===== config.mk =====
export PLATFORM = sky130hd
export DESIGN_NAME = servo_jog_and_preset_positioner
export DESIGN_NICKNAME = d
export VERILOG_FILES = /design/src/hw/rtl/sjpp_pkg.sv /design/src/hw/rtl/sjpp_ram.sv /design/src/hw/rtl/servo_jog_and_preset_positioner.sv
export VERILOG_INCLUDE_DIRS = /design/src /design/src/hw/rtl
export SDC_FILE = /design/constraint.sdc
export NUM_CORES = 1
export LEC_CHECK = 0
export BUFFER_PORTS_ARGS = -buffer_cell sky130_fd_sc_hd__buf_2
export CORE_MARGIN = 5
export CORE_UTILIZATION = 42
export DETAILED_ROUTE_END_ITERATION = 10
export PLACE_DENSITY = 0.59
export SLEW_MARGIN = 20
export SYNTH_ARGS = -nofsm -noshare
export SYNTH_HDL_FRONTEND = slang
export SYNTH_HIERARCHICAL = 1
export SYNTH_SLANG_ARGS = --single-unit

===== constraint.sdc =====
create_clock -name clock -period 6.95 [get_ports clock]
set_clock_uncertainty 0.15 [all_clocks]
set_input_delay 1.7375 -clock clock [delete_from_list [all_inputs] [get_ports clock]]
set_output_delay 1.7375 -clock clock [all_outputs]
set_load 0.02 [all_outputs]

===== src/hw/rtl/servo_jog_and_preset_positioner_defines.svh =====
// ----------------------------------------------------------------------------
// Servo positioner assertion macros
// Shared concurrent assertion forms, empty when synthesising.
// ----------------------------------------------------------------------------
`ifndef SERVO_JOG_AND_PRESET_POSITIONER_DEFINES_SVH
`define SERVO_JOG_AND_PRESET_POSITIONER_DEFINES_SVH
`ifndef SYNTHESIS
`define SJPP_ASSERT_IMP(lbl, ante, cons) \
   lbl: assert property (@(posedge clock) disable iff (reset) (ante) |-> (cons)) \
      else $error("servo positioner check failed");
`define SJPP_ASSERT_NXT(lbl, ante, cons) \
   lbl: assert property (@(posedge clock) disable iff (reset) (ante) |=> (cons)) \
      else $error("servo positioner check failed");
`else
`define SJPP_ASSERT_IMP(lbl, ante, cons)
`define SJPP_ASSERT_NXT(lbl, ante, cons)
`endif
`endif


===== src/hw/rtl/sjpp_pkg.sv =====
// ----------------------------------------------------------------------------
// Servo positioner package
// Sequencer states, command codes, status codes and register indexes.
// ----------------------------------------------------------------------------
package sjpp_pkg;

   typedef enum logic [9:0] {
      ST_IDLE = 10'b0000000001,
      ST_CMD  = 10'b0000000010,
      ST_RD   = 10'b0000000100,
      ST_CHK  = 10'b0000001000,
      ST_POST = 10'b0000010000,
      ST_DIV  = 10'b0000100000,
      ST_MUL  = 10'b0001000000,
      ST_WR   = 10'b0010000000,
      ST_FIN  = 10'b0100000000,
      ST_SPARE = 10'b1000000000
   } state_type;

   localparam logic [2:0] CMD_JOG     = 3'd0;
   localparam logic [2:0] CMD_BUTTONS = 3'd1;
   localparam logic [2:0] CMD_ADD     = 3'd2;
   localparam logic [2:0] CMD_GOTO    = 3'd3;
   localparam logic [2:0] CMD_FIND    = 3'd4;

   localparam logic [2:0] STS_OK     = 3'd0;
   localparam logic [2:0] STS_DUP_ID = 3'd1;
   localparam logic [2:0] STS_FULL   = 3'd2;
   localparam logic [2:0] STS_NO_ID  = 3'd3;
   localparam logic [2:0] STS_EMPTY  = 3'd4;
   localparam logic [2:0] STS_NO_POS = 3'd5;

   localparam logic [2:0] REG_RANGE_FIRST  = 3'd0;
   localparam logic [2:0] REG_RANGE_SECOND = 3'd1;
   localparam logic [2:0] REG_HOME         = 3'd2;
   localparam logic [2:0] REG_JOG_STEP     = 3'd3;
   localparam logic [2:0] REG_MIRROR       = 3'd4;

endpackage


===== src/hw/rtl/sjpp_ram.sv =====
// ----------------------------------------------------------------------------
// Generic RAM
// One write port and one read port with registered read data.
// ----------------------------------------------------------------------------
module sjpp_ram #(
   parameter int WIDTH = 16,
   parameter int DEPTH = 16
) (
   input  logic                                    clock,
   input  logic                                    we,
   input  logic [((DEPTH > 1) ? $clog2(DEPTH) : 1)-1:0] waddr,
   input  logic [WIDTH-1:0]                        wdata,
   input  logic [((DEPTH > 1) ? $clog2(DEPTH) : 1)-1:0] raddr,
   output logic [WIDTH-1:0]                        rdata
);

   logic [WIDTH-1:0] mem_ff [DEPTH];
   logic [WIDTH-1:0] rdata_ff;

   always_ff @(posedge clock) begin
      if (we) begin
         mem_ff[waddr] <= wdata;
      end
      rdata_ff <= mem_ff[raddr];
   end

   assign rdata = rdata_ff;

endmodule


===== src/hw/rtl/servo_jog_and_preset_positioner.sv =====
// ----------------------------------------------------------------------------
// Servo jog and preset positioner
// Jog, preset table and button stepping for a Q8.8 servo target angle.
//
// Channel  Dir  Beat contents
// req      in   tuser: command; tdata: increase, decrease, next, previous, id, position
// rsp      out  tdata: servo, changed, logical, target, found id, status
// csr      in   write enable, register index, write data
//
// Jog and idle commands pass through the command and final states; table
// commands scan the preset RAM one entry at a time through read and check
// states, and an add then runs a divider and a multiply before the write.
// Reset clears the table count, the button latch and the sequencer at once.
// A stalled result holds the sequencer in its final cycle.
// ----------------------------------------------------------------------------
`include "servo_jog_and_preset_positioner_defines.svh"

module servo_jog_and_preset_positioner #(
   parameter int PRESET_SLOTS = 16
) (
   input  logic        clock,
   input  logic        reset,
   input  logic        req_tvalid,
   output logic        req_tready,
   input  logic [23:0] req_tdata,   // increase, decrease, next, previous, id[7:0], position[7:0]
   input  logic [2:0]  req_tuser,   // command
   output logic        rsp_tvalid,
   input  logic        rsp_tready,
   output logic [47:0] rsp_tdata,   // servo[7:0], changed, logical[7:0], target[15:0],
                                    // found id[7:0], status[2:0]
   input  logic        csr_we,
   input  logic [2:0]  csr_addr,
   input  logic [16:0] csr_wdata
);

   localparam int AW = (PRESET_SLOTS > 1) ? $clog2(PRESET_SLOTS) : 1;
   localparam int CW = $clog2(PRESET_SLOTS + 1);

   sjpp_pkg::state_type state_ff, state_in;

   logic [7:0]         first_ff, second_ff, home_ff;
   logic signed [16:0] step_ff;
   logic               mirror_ff;

   logic [2:0]  cmd_ff, cmd_in;
   logic        inc_ff, inc_in, dec_ff, dec_in, nxt_ff, nxt_in, prv_ff, prv_in;
   logic [7:0]  id_ff, id_in, pos_ff, pos_in;

   logic [15:0]   target_ff, target_in;
   logic [7:0]    current_ff, current_in;
   logic          latch_ff, latch_in;
   logic [CW-1:0] count_ff, count_in, idx_ff, idx_in;

   logic        hit_ff, hit_in;
   logic [7:0]  pick_ff, pick_in, fid_ff, fid_in, first_ang_ff, first_ang_in;
   logic [7:0]  last_ang_ff, last_ang_in;
   logic [2:0]  sts_ff, sts_in;
   logic [7:0]  found_ff, found_in;

   logic [17:0] rem_ff, rem_in;
   logic [15:0] quo_ff, quo_in;
   logic [16:0] dvs_ff, dvs_in;
   logic [3:0]  bit_ff, bit_in;
   logic        neg_ff, neg_in;
   logic [32:0] prod_ff, prod_in;

   logic        rsp_valid_ff, rsp_valid_in;
   logic [47:0] rsp_data_ff, rsp_data_in;

   logic          ram_we;
   logic [15:0]   ram_rdata;
   logic [7:0]    lo, hi, rd_id, rd_ang, pclamp, wr_ang;
   logic signed [18:0] jog_sum, lo_fx, hi_fx;
   logic signed [9:0]  num, wr_pos, phys;
   logic [17:0]   trial;
   logic [7:0]    new_cur;
   logic          jog_add;

   function automatic logic [7:0] clamp_deg(input logic signed [9:0] p,
                                            input logic [7:0] l, input logic [7:0] h);
      logic [7:0] r;
      begin
         r = p[7:0];
         if (p < $signed({2'b00, l})) r = l;
         if (p > $signed({2'b00, h})) r = h;
         return r;
      end
   endfunction

   sjpp_ram #(.WIDTH(16), .DEPTH(PRESET_SLOTS)) u_table (
      .clock (clock),
      .we    (ram_we),
      .waddr (count_ff[AW-1:0]),
      .wdata ({id_ff, wr_ang}),
      .raddr (idx_ff[AW-1:0]),
      .rdata (ram_rdata)
   );

   assign rd_id  = ram_rdata[15:8];
   assign rd_ang = ram_rdata[7:0];
   assign lo     = (first_ff < second_ff) ? first_ff : second_ff;
   assign hi     = (first_ff < second_ff) ? second_ff : first_ff;
   assign lo_fx  = $signed({3'b000, lo, 8'h00});
   assign hi_fx  = $signed({3'b000, hi, 8'h00});
   assign jog_add = inc_ff ^ mirror_ff;
   assign jog_sum = jog_add ? ($signed({3'b000, target_ff}) + 19'(step_ff))
                            : ($signed({3'b000, target_ff}) - 19'(step_ff));
   assign pclamp = clamp_deg($signed({2'b00, pos_ff}), lo, hi);
   assign num    = $signed({2'b00, pclamp}) - $signed({2'b00, home_ff});
   assign trial  = {rem_ff[16:0], quo_ff[15]};
   assign wr_pos = neg_ff ? ($signed({2'b00, home_ff}) - $signed({2'b00, prod_ff[15:8]}))
                          : ($signed({2'b00, home_ff}) + $signed({2'b00, prod_ff[15:8]}));
   assign wr_ang = clamp_deg(wr_pos, lo, hi);
   assign ram_we = (state_ff == sjpp_pkg::ST_WR);
   assign new_cur = target_ff[15:8];
   assign phys = mirror_ff ? ($signed({2'b00, first_ff}) + $signed({2'b00, second_ff})
                              - $signed({2'b00, new_cur}))
                           : $signed({2'b00, new_cur});

   always_comb begin
      state_in = state_ff;
      cmd_in = cmd_ff; inc_in = inc_ff; dec_in = dec_ff; nxt_in = nxt_ff; prv_in = prv_ff;
      id_in = id_ff; pos_in = pos_ff;
      target_in = target_ff; current_in = current_ff; latch_in = latch_ff;
      count_in = count_ff; idx_in = idx_ff;
      hit_in = hit_ff; pick_in = pick_ff; fid_in = fid_ff;
      first_ang_in = first_ang_ff; last_ang_in = last_ang_ff;
      sts_in = sts_ff; found_in = found_ff;
      rem_in = rem_ff; quo_in = quo_ff; dvs_in = dvs_ff; bit_in = bit_ff; neg_in = neg_ff;
      prod_in = prod_ff;
      rsp_valid_in = rsp_valid_ff && !rsp_tready;
      rsp_data_in = rsp_data_ff;
      case (state_ff)
         sjpp_pkg::ST_IDLE: begin
            if (req_tvalid) begin
               cmd_in = req_tuser;
               inc_in = req_tdata[0]; dec_in = req_tdata[1];
               nxt_in = req_tdata[2]; prv_in = req_tdata[3];
               id_in = req_tdata[11:4]; pos_in = req_tdata[19:12];
               sts_in = sjpp_pkg::STS_OK; found_in = '0;
               hit_in = 1'b0; idx_in = '0;
               state_in = sjpp_pkg::ST_CMD;
            end
         end
         sjpp_pkg::ST_CMD: begin
            state_in = sjpp_pkg::ST_FIN;
            case (cmd_ff)
               sjpp_pkg::CMD_JOG: begin
                  if (inc_ff || dec_ff) begin
                     if (jog_sum < lo_fx) target_in = lo_fx[15:0];
                     else if (jog_sum > hi_fx) target_in = hi_fx[15:0];
                     else target_in = jog_sum[15:0];
                  end
               end
               sjpp_pkg::CMD_BUTTONS: begin
                  if ((nxt_ff || prv_ff) && !latch_ff) begin
                     latch_in = 1'b1;
                     if (count_ff == '0) sts_in = sjpp_pkg::STS_EMPTY;
                     else state_in = sjpp_pkg::ST_RD;
                  end else if (!nxt_ff && !prv_ff) begin
                     latch_in = 1'b0;
                  end
               end
               sjpp_pkg::CMD_ADD, sjpp_pkg::CMD_GOTO, sjpp_pkg::CMD_FIND: begin
                  state_in = (count_ff == '0) ? sjpp_pkg::ST_POST : sjpp_pkg::ST_RD;
               end
               default: state_in = sjpp_pkg::ST_FIN;
            endcase
         end
         sjpp_pkg::ST_RD: state_in = sjpp_pkg::ST_CHK;
         sjpp_pkg::ST_CHK: begin
            last_ang_in = rd_ang;
            if (idx_ff == '0) first_ang_in = rd_ang;
            case (cmd_ff)
               sjpp_pkg::CMD_BUTTONS: begin
                  if (nxt_ff) begin
                     if (!hit_ff && rd_ang > current_ff) begin
                        hit_in = 1'b1; pick_in = rd_ang;
                     end
                  end else if (rd_ang < current_ff) begin
                     hit_in = 1'b1; pick_in = rd_ang;
                  end
               end
               sjpp_pkg::CMD_FIND: begin
                  if (!hit_ff && rd_ang == pos_ff) begin
                     hit_in = 1'b1; fid_in = rd_id;
                  end
               end
               default: begin
                  if (!hit_ff && rd_id == id_ff) begin
                     hit_in = 1'b1; pick_in = rd_ang;
                  end
               end
            endcase
            idx_in = idx_ff + 1'b1;
            state_in = (idx_in == count_ff) ? sjpp_pkg::ST_POST : sjpp_pkg::ST_RD;
         end
         sjpp_pkg::ST_POST: begin
            state_in = sjpp_pkg::ST_FIN;
            case (cmd_ff)
               sjpp_pkg::CMD_BUTTONS: begin
                  if (hit_ff) target_in = {clamp_deg($signed({2'b00, pick_ff}), lo, hi), 8'h00};
                  else if (nxt_ff)
                     target_in = {clamp_deg($signed({2'b00, first_ang_ff}), lo, hi), 8'h00};
                  else
                     target_in = {clamp_deg($signed({2'b00, last_ang_ff}), lo, hi), 8'h00};
               end
               sjpp_pkg::CMD_GOTO: begin
                  if (hit_ff) target_in = {clamp_deg($signed({2'b00, pick_ff}), lo, hi), 8'h00};
                  else sts_in = sjpp_pkg::STS_NO_ID;
               end
               sjpp_pkg::CMD_FIND: begin
                  if (hit_ff) found_in = fid_ff;
                  else sts_in = sjpp_pkg::STS_NO_POS;
               end
               sjpp_pkg::CMD_ADD: begin
                  if (hit_ff) begin
                     sts_in = sjpp_pkg::STS_DUP_ID;
                  end else if (count_ff >= CW'(PRESET_SLOTS)) begin
                     sts_in = sjpp_pkg::STS_FULL;
                  end else begin
                     neg_in = num[9];
                     dvs_in = step_ff[16] ? 17'(-step_ff) : 17'(step_ff);
                     rem_in = '0;
                     bit_in = '0;
                     if (step_ff == '0) begin
                        quo_in = '0;
                        state_in = sjpp_pkg::ST_MUL;
                     end else begin
                        quo_in = {(num[9] ? 8'(-num) : num[7:0]), 8'h00};
                        state_in = sjpp_pkg::ST_DIV;
                     end
                  end
               end
               default: state_in = sjpp_pkg::ST_FIN;
            endcase
         end
         sjpp_pkg::ST_DIV: begin
            if (trial >= {1'b0, dvs_ff}) begin
               rem_in = trial - {1'b0, dvs_ff};
               quo_in = {quo_ff[14:0], 1'b1};
            end else begin
               rem_in = trial;
               quo_in = {quo_ff[14:0], 1'b0};
            end
            bit_in = bit_ff + 1'b1;
            if (bit_ff == 4'd15) state_in = sjpp_pkg::ST_MUL;
         end
         sjpp_pkg::ST_MUL: begin
            prod_in = quo_ff * dvs_ff;
            state_in = sjpp_pkg::ST_WR;
         end
         sjpp_pkg::ST_WR: begin
            count_in = count_ff + 1'b1;
            state_in = sjpp_pkg::ST_FIN;
         end
         sjpp_pkg::ST_FIN: begin
            if (!rsp_valid_ff || rsp_tready) begin
               current_in = new_cur;
               rsp_valid_in = 1'b1;
               rsp_data_in = {4'h0, sts_ff, found_ff, target_ff, new_cur,
                              (new_cur != current_ff),
                              (phys < 0) ? 8'h00 : ((phys > 10'sd255) ? 8'hff : phys[7:0])};
               state_in = sjpp_pkg::ST_IDLE;
            end
         end
         default: state_in = sjpp_pkg::ST_IDLE;
      endcase
   end

   always_ff @(posedge clock) begin
      if (reset) begin
         state_ff     <= sjpp_pkg::ST_IDLE;
         first_ff     <= 8'd0;
         second_ff    <= 8'd180;
         home_ff      <= 8'd0;
         step_ff      <= 17'sd46080;
         mirror_ff    <= 1'b0;
         target_ff    <= '0;
         current_ff   <= '0;
         latch_ff     <= 1'b0;
         count_ff     <= '0;
         rsp_valid_ff <= 1'b0;
      end else begin
         state_ff     <= state_in;
         target_ff    <= target_in;
         current_ff   <= current_in;
         latch_ff     <= latch_in;
         count_ff     <= count_in;
         rsp_valid_ff <= rsp_valid_in;
         if (csr_we) begin
            case (csr_addr)
               sjpp_pkg::REG_RANGE_FIRST:  first_ff  <= csr_wdata[7:0];
               sjpp_pkg::REG_RANGE_SECOND: second_ff <= csr_wdata[7:0];
               sjpp_pkg::REG_HOME:         home_ff   <= csr_wdata[7:0];
               sjpp_pkg::REG_JOG_STEP:     step_ff   <= $signed(csr_wdata);
               sjpp_pkg::REG_MIRROR:       mirror_ff <= csr_wdata[0];
               default: ;
            endcase
         end
      end
   end

   always_ff @(posedge clock) begin
      cmd_ff <= cmd_in; inc_ff <= inc_in; dec_ff <= dec_in; nxt_ff <= nxt_in; prv_ff <= prv_in;
      id_ff <= id_in; pos_ff <= pos_in; idx_ff <= idx_in;
      hit_ff <= hit_in; pick_ff <= pick_in; fid_ff <= fid_in;
      first_ang_ff <= first_ang_in; last_ang_ff <= last_ang_in;
      sts_ff <= sts_in; found_ff <= found_in;
      rem_ff <= rem_in; quo_ff <= quo_in; dvs_ff <= dvs_in; bit_ff <= bit_in; neg_ff <= neg_in;
      prod_ff <= prod_in;
      rsp_data_ff <= rsp_data_in;
   end

   assign req_tready = (state_ff == sjpp_pkg::ST_IDLE);
   assign rsp_tvalid = rsp_valid_ff;
   assign rsp_tdata  = rsp_data_ff;

   `SJPP_ASSERT_IMP(a_count_bound, 1'b1, count_ff <= CW'(PRESET_SLOTS))
   `SJPP_ASSERT_IMP(a_write_room, ram_we, count_ff < CW'(PRESET_SLOTS))
   `SJPP_ASSERT_NXT(a_accept_busy, req_tvalid && req_tready, state_ff != sjpp_pkg::ST_IDLE)
   `SJPP_ASSERT_NXT(a_logical_tracks, state_ff == sjpp_pkg::ST_FIN && (!rsp_valid_ff || rsp_tready), rsp_tdata[16:9] == rsp_tdata[32:25])

endmodule

# Word level (Yosys, flattened, before mapping)
# Memory sizes are Yosys's and may differ from the RTL's. A register that Yosys moved wholly into a read port is not among the register bits.
# Index checks and enable logic that the tools add are counted.
dict set report word_totals {
  register_bits 270
  ramBits 256
  inputBits 52
  output_inout_bits 50
  mem_count 1
}
# memory depth width read_ports rd_ports_with_merged_regs write_ports line
set memory_table {}
lappend memory_table {u_table.mem_ff 16 16 1 1 1 sjpp_ram.sv:17} ;# logic [WIDTH-1:0] mem_ff [DEPTH];
dict set report classes {
  addsub 13
  multipliers 1
  magnitude_cmp 19
  eq_ne 47
  muxes 90
  bitwise 4
  n_reduce_logical 47
}
# op n
set op_table {}
lappend op_table {{2-to-1 mux 16 bit} 12}
lappend op_table {{2-to-1 mux 8 bit} 21}
lappend op_table {{case mux 16 bit (2 select lines)} 3}
lappend op_table {{case mux 10 bit (9 select lines)} 1}
lappend op_table {{2-to-1 mux 17 bit} 4}
lappend op_table {{2-to-1 mux 10 bit} 5}
lappend op_table {{< comparator 8 bit} 6}
lappend op_table {{2-to-1 mux 9 bit} 5}
lappend op_table {{> comparator 8 bit} 5}
lappend op_table {{case mux 17 bit (2 select lines)} 1}
lappend op_table {{case mux 8 bit (2 select lines)} 2}
lappend op_table {{2-to-1 mux 3 bit} 8}
lappend op_table {{!= test 2 bit (second input constant)} 11}
lappend op_table {{> comparator 19 x 17 -> 1 bit} 1}
lappend op_table {{< comparator 19 x 17 -> 1 bit} 1}
lappend op_table {{2-to-1 mux 19 bit} 1}
lappend op_table {{adder 17 x 17 -> 18 bit} 1}
lappend op_table {{adder 8 x 8 -> 9 bit} 2}
lappend op_table {{greater-or-equal comparator 18 x 17 -> 1 bit} 1}
lappend op_table {{!= test 3 bit (second input constant)} 6}
lappend op_table {{case mux 3 bit (3 select lines)} 2}
lappend op_table {{case mux 9 bit (2 select lines)} 1}
lappend op_table {{AND reduction 2 bit} 9}
lappend op_table {{subtractor 17 x 17 -> 18 bit} 1}
lappend op_table {{56 further kinds} 111}

# Logic depth before layout (Yosys ltp)
dict set report depth {
  depth_word 13
  ltp_mapped 30
}

# By module
# The synthesis kept the hierarchy.
# module instances cells_each area_per_inst_um2 seq_area_each_um2
set modules_own_cells {}
lappend modules_own_cells {servo_jog_and_preset_positioner 1 2301 21284.2 6776.5}
lappend modules_own_cells {sjpp_ram 1 432 10042.1 8007.7}

# Least setup slack after synthesis
# No wires, ideal clock.
dict set report synth_path {
  path_kind {reg-to-reg}
  startpoint {register inc_ff}
  endpoint {register target_ff[12]}
  arrival_time_ns 5.726
  path_slack_ns 0.942
  path_stages_with_launch 27
  path_buffers 2
  period_less_slack_ns 6.008
  path_cell_list {edfxtp_1 -> xnor2_1 -> clkbuf_1 -> nand2_1 -> xnor2_1 -> ha_1 -> o21a_1 -> or2_2 -> o221ai_1 -> o21bai_1 -> a311oi_1 -> o21bai_1 -> a21o_1 -> xor2_1 -> ha_1 -> and3_1 -> nand3_1 -> or4_1 -> nor4_1 -> nand3_1 -> a211oi_1 -> o21bai_1 -> a21o_1 -> buf_6 -> mux2_4 -> o211ai_1 -> o211ai_1}
}
dict set report synth_between {
  elab_chain_len 8
}
# element line
set synth_lines {}
lappend synth_lines {{start, declared} servo_jog_and_preset_positioner.sv:46} ;# logic inc_ff, inc_in, dec_ff, dec_in, nxt_ff, nxt_in, prv_ff, prv_in;
lappend synth_lines {{start signal, assigned} servo_jog_and_preset_positioner.sv:305} ;# cmd_ff <= cmd_in; inc_ff <= inc_in; dec_ff <= dec_in; nxt_ff <= nxt_in; prv_ff <= prv_in;
lappend synth_lines {{bitwise XOR 1 bit} servo_jog_and_preset_positioner.sv:105} ;# assign jog_add = inc_ff ^ mirror_ff;
lappend synth_lines {{2-to-1 mux 19 bit} servo_jog_and_preset_positioner.sv:106} ;# assign jog_sum = jog_add ? ($signed({3'b000, target_ff}) + 19'(step_ff))
lappend synth_lines {{> comparator 19 x 17 -> 1 bit} servo_jog_and_preset_positioner.sv:151} ;# else if (jog_sum > hi_fx) target_in = hi_fx[15:0];
lappend synth_lines {{2-to-1 mux 16 bit} servo_jog_and_preset_positioner.sv:151}
lappend synth_lines {{2-to-1 mux 16 bit} servo_jog_and_preset_positioner.sv:150} ;# if (jog_sum < lo_fx) target_in = lo_fx[15:0];
lappend synth_lines {{2-to-1 mux 16 bit} servo_jog_and_preset_positioner.sv:149} ;# if (inc_ff || dec_ff) begin
lappend synth_lines {{2-to-1 mux 16 bit} servo_jog_and_preset_positioner.sv:147} ;# case (cmd_ff)
lappend synth_lines {{case mux 16 bit (2 select lines)} servo_jog_and_preset_positioner.sv:133} ;# case (state_ff)
lappend synth_lines {{end signal, assigned} servo_jog_and_preset_positioner.sv:286} ;# target_ff <= target_in;
lappend synth_lines {{end, declared} servo_jog_and_preset_positioner.sv:49} ;# logic [15:0] target_ff, target_in;
# Several ways; a longest one is shown, not always the timed one. The select of a mux whose other input is x is not followed.
# A chain may end at the register's enable or synchronous reset.

# Worst setup path after layout
dict set report layout_path {
  startpoint {register step_ff[1]}
  endpoint {register target_ff[15]}
}
dict set report layout_between {
  elab_chain_len 8
}
# element line
set layout_lines {}
lappend layout_lines {{start, declared} servo_jog_and_preset_positioner.sv:42} ;# logic signed [16:0] step_ff;
lappend layout_lines {{start signal, assigned} servo_jog_and_preset_positioner.sv:296} ;# sjpp_pkg::REG_JOG_STEP: step_ff <= $signed(csr_wdata);
lappend layout_lines {{subtractor 17 x 17 -> 18 bit / adder 17 x 17 -> 18 bit (equally long branches)} {servo_jog_and_preset_positioner.sv:107, servo_jog_and_preset_positioner.sv:106}}
lappend layout_lines {{2-to-1 mux 19 bit (*)} servo_jog_and_preset_positioner.sv:106}
lappend layout_lines {{> comparator 19 x 17 -> 1 bit} servo_jog_and_preset_positioner.sv:151}
lappend layout_lines {{2-to-1 mux 16 bit} servo_jog_and_preset_positioner.sv:151}
lappend layout_lines {{2-to-1 mux 16 bit (*)} servo_jog_and_preset_positioner.sv:150}
lappend layout_lines {{2-to-1 mux 16 bit (*)} servo_jog_and_preset_positioner.sv:149}
lappend layout_lines {{2-to-1 mux 16 bit (*)} servo_jog_and_preset_positioner.sv:147}
lappend layout_lines {{case mux 16 bit (2 select lines) (*)} servo_jog_and_preset_positioner.sv:133}
# Mark *: on every way between the ends. The rest lies on a longest branch, timed or not. The select of a mux whose other input is x is not followed.

==> summary by stage <==
Worst setup path
The critical setup path kind is flop to flop. The sort of element at the end of the critical path is a flop. Data on the critical path is required at its endpoint by 7270 ps.

The arrival time at the worst endpoint is approximately 6800 ps. Of all nets on the critical path, the largest fanout is 8. In this design, the stage delay of the slowest critical-path cell is about 550 ps.

The slowest library cell on the worst path is sky130_fd_sc_hd__or4_1. STA classifies the critical path startpoint as a flop.

STA
Setup violations remaining at the end of the flow were counted as 0. The final count of pins violating max slew came to 0. The final count of hold timing violations was 0. The period utilization is 0.939.

The normalized max-slew margin is 0.251. Setup repair after global routing left no endpoint under its margin. The maximum clock frequency is between 0.15 and 0.2 GHz. The final-layout setup total negative slack is 0 ps. The smallest clock period supported by the final layout is computed as between 6000 and 7000 ps. The slew of the pin with the lowest slew margin is about 1100 ps.

Layout
The number of antenna diodes in the final layout is 0. In the final design database the tool counted roughly 3,200 nets. After routing the design area is approximately 35,000 sq um. The area taken by multi-input logic gates is between 15,000 and 20,000 sq um. Across the whole layout, storage elements account for about 15,000 sq um. The layout has approximately 6,700 filler cells. Relative to the synthesized area, the layout overhead comes to 12.7%. The final cell utilization of the core is 0.476.

The ratio of cells with drive above 1 in the final layout is 0.138.

Clock network
The number of sinks driven by the clock tree is about 530. The TritonCTS clock tree is done. The H-tree generated during clock tree synthesis spans 2 levels.

After clock tree synthesis, the clock-pin slew on the worst setup and hold paths is about 60 ps. The number of clock buffers added by TritonCTS is 58. The buffer type at the clock tree root is sky130_fd_sc_hd__clkbuf_16. The number of buffers inserted for hold repair after clock tree synthesis is 0. The source-to-sink clock delay at the later pin of the worst-skew pair is 650 ps. Counting along the longest clock path gives a buffer depth of 3.

Power and ir drop
Summed over all cells, the static leakage comes to between 10 and 15 nW. Power spread over the standard cell area amounts to between 200 and 250 nW/um^2. Across the VDD grid, the largest voltage drop is ~0.23 mV. The total power consumption of the routed design is 8.07 mW.

Synth
The number of distinct standard cells referenced by the synthesized netlist is between 90 and 100. The synthesized instance count is ~2,700. The portion of synthesized cell area occupied by the leading cell type is 0.409.

The synthesized area divided by synthesized cell count is approximately 11 sq um. Synthesis inferred 525 register bits. In the post-synthesis netlist, the biggest area contributors are sky130_fd_sc_hd__edfxtp_1, sky130_fd_sc_hd__ha_1, sky130_fd_sc_hd__dfxtp_1. The cell taking the most area after synthesis is sky130_fd_sc_hd__edfxtp_1. For this run, the number of Yosys warnings is 6. Among all flip-flop cells after synthesis, the most frequent one is sky130_fd_sc_hd__edfxtp_1.

The synthesized design contains about 430 enable-type register cells. In the synthesized netlist the async set-or-reset flop fraction comes to 0. The netlist area before placement is 31,300 sq um. The sequential element share of the synthesized area is 0.472. The most common cell in the synthesized netlist is sky130_fd_sc_hd__edfxtp_1.

Ranked by instance count, the synthesized netlist is headed by sky130_fd_sc_hd__edfxtp_1, sky130_fd_sc_hd__nand2_1, sky130_fd_sc_hd__inv_1.

Placement
The post-DP HPWL is ~61,000 um. The routability congestion estimate from global placement is 0.915. The number of input and output port buffers inserted is between 90 and 100. The cell area after placement is ~33,000 sq um.

Run status
The flow ran to the end, and the final reports show no timing, DRC or antenna violations.

Drt
Using the TritonRoute via totals, the vias-per-cell ratio works out to 5.55. The number of nets still failing antenna checks after routing is 0. For this run, design rule violations remaining after detail routing come to 0. The count of routing violations after the opening detailed-route iteration is between 1,000 and 1,500. In the final routed layout, each cell accounts on average for approximately 22 um. The total iterations of the first detailed-routing run is 5. The aggregate routed wire length is about 85,000 um. The detailed router placed between 20,000 and 25,000 vias in this run.

Job
The number of maximum-capacitance violations is 0.

Floorplanning
Pin placement for this block handled between 100 and 150 I/O pins. The height of the die is 283 um. Measured along the x axis, the die boundary spans 283 um.

The area of the placeable core is about 74,000 sq um. Row generation in the floorplan step produced 100 rows. For this configuration, the core starts out at a cell density of 0.422. The die covers between 80,000 and 90,000 sq um.

Global route
The wire length of the first global-routing pass is between 100,000 and 150,000 um. For this run, the total global-route usage over all layers was measured as 0.208. The pin count of the biggest net entering global routing is 86. The number of global-route vias before repair is between 20,000 and 25,000. The global route total overflow is 0. The initial antenna violation count is 0.

Worst hold path
The worst hold path class is flop to flop.
==> metrics by stage <==
step / worst slack (ps) / std cells / hold WS (ps)
floorplan: 942 / 2736 / 250
global placement: 229 / 3778 / 259
detailed placement: 220 / 3778 / 256
CTS: 178 / 3887 / 270
global route: 31.9 / 3891 / 274
finish: 421 / 3891 / 267
==> power breakdown <==
group / total, mW / internal [mW] / switching [mW]
logic: 1.24 / 0.537 / 0.701
clock network: 3.14 / 1.85 / 1.30
registers: 3.69 / 3.55 / 0.142
total: 8.07 / 5.93 / 2.14
==> path summary, 6_finish.rpt <==
path | start | to | slack (ps) | cells after the start
max | step_ff[1] | target_ff[15] | 420 | 27
min | found_ff[1] | rsp_tdata[34] | 270 | 0
max reg2reg | step_ff[1] | target_ff[15] | 420 | 27
min reg2reg | found_ff[1] | rsp_tdata[34] | 270 | 0
==> sequential cells by signal, summed over array words and instances, names as in the netlist, 9 cells and up <==
signal / count
rem_ff: 17
rsp_tdata: 36
target_ff: 16
quo_ff: 16
step_ff: 17
u_table/mem_ff: 256
state_ff: 9
u_table/rdata: 16
dvs_ff: 17
==> final cells by class <==
| type | instances | area share |
|---|---|---|
| multi-input combinational | 1867 | 0.433 |
| clock inverter | 29 | 0.0102 |
| clock buffer | 80 | 0.0454 |
| timing repair buffer | 186 | 0.0333 |
| sequential | 525 | 0.419 |
| inverter | 235 | 0.0250 |
| tap | 969 | 0.0343 |
==> cell usage in the layout, fill, tap and decap left out, types with 83 or more instances in the layout <==
master                     instances
sky130_fd_sc_hd__o21ai_0          83
sky130_fd_sc_hd__ha_1            202
sky130_fd_sc_hd__a21oi_1         135
sky130_fd_sc_hd__and2_1           91
sky130_fd_sc_hd__edfxtp_1        427
sky130_fd_sc_hd__nor2_1          179
sky130_fd_sc_hd__inv_1           234
sky130_fd_sc_hd__buf_4            92
sky130_fd_sc_hd__buf_2            93
sky130_fd_sc_hd__xnor2_1         107
sky130_fd_sc_hd__fa_1             92
sky130_fd_sc_hd__nand2_1         256
sky130_fd_sc_hd__dfxtp_1          98
==> critical path: cells and delay by family (launching register included) <==
| kind | cells | cell delay [ps] |
|---|---|---|
| and+or+nand+nor | 12 | 2720 |
| AOI/OAI and AO/OA | 8 | 1650 |
| adders and majority gates | 3 | 820 |
| DFF | 1 | 340 |
| muxes | 1 | 320 |
| xor gates and xnor gates | 2 | 290 |
| buffers and inverters | 1 | 90 |
==> per-layer routing <==
metal / part of all wire / vias to the layer above / global-route usage / routed length [um]
met3: 0.059 / 176 / 0.0379 / 5070
met1: 0.42 / 10700 / 0.270 / 36200
met2: 0.48 / 592 / 0.351 / 41200
li1: - / 10100 / - / -
met4: 0.036 / 0 / 0.0739 / 3040
met5: 0 / - / 0 / 0
==> cells by family (layout without fill, tap and decap cells) <==
logic type | Yosys count | after routing | synth area share
AND/OR/NAND/NOR | 788 | 788 | 0.123
flip-flops | 525 | 525 | 0.472
AO/OA/AOI/OAI | 483 | 483 | 0.104
buffers and inverters | 344 | 530 | 0.0449
adder cells (fa/ha/maj) | 299 | 299 | 0.141
XOR/XNOR | 152 | 152 | 0.0425
multiplexers | 141 | 141 | 0.0723
other | 1 | 4 | 0.000120
==> timing repair <==
action | in CTS | in global routing
endpoints found under the setup margin | 0 | 17
buffers inserted | 0 | 3
resized for setup | 0 | 9
Power figures use the tool's default switching activity.
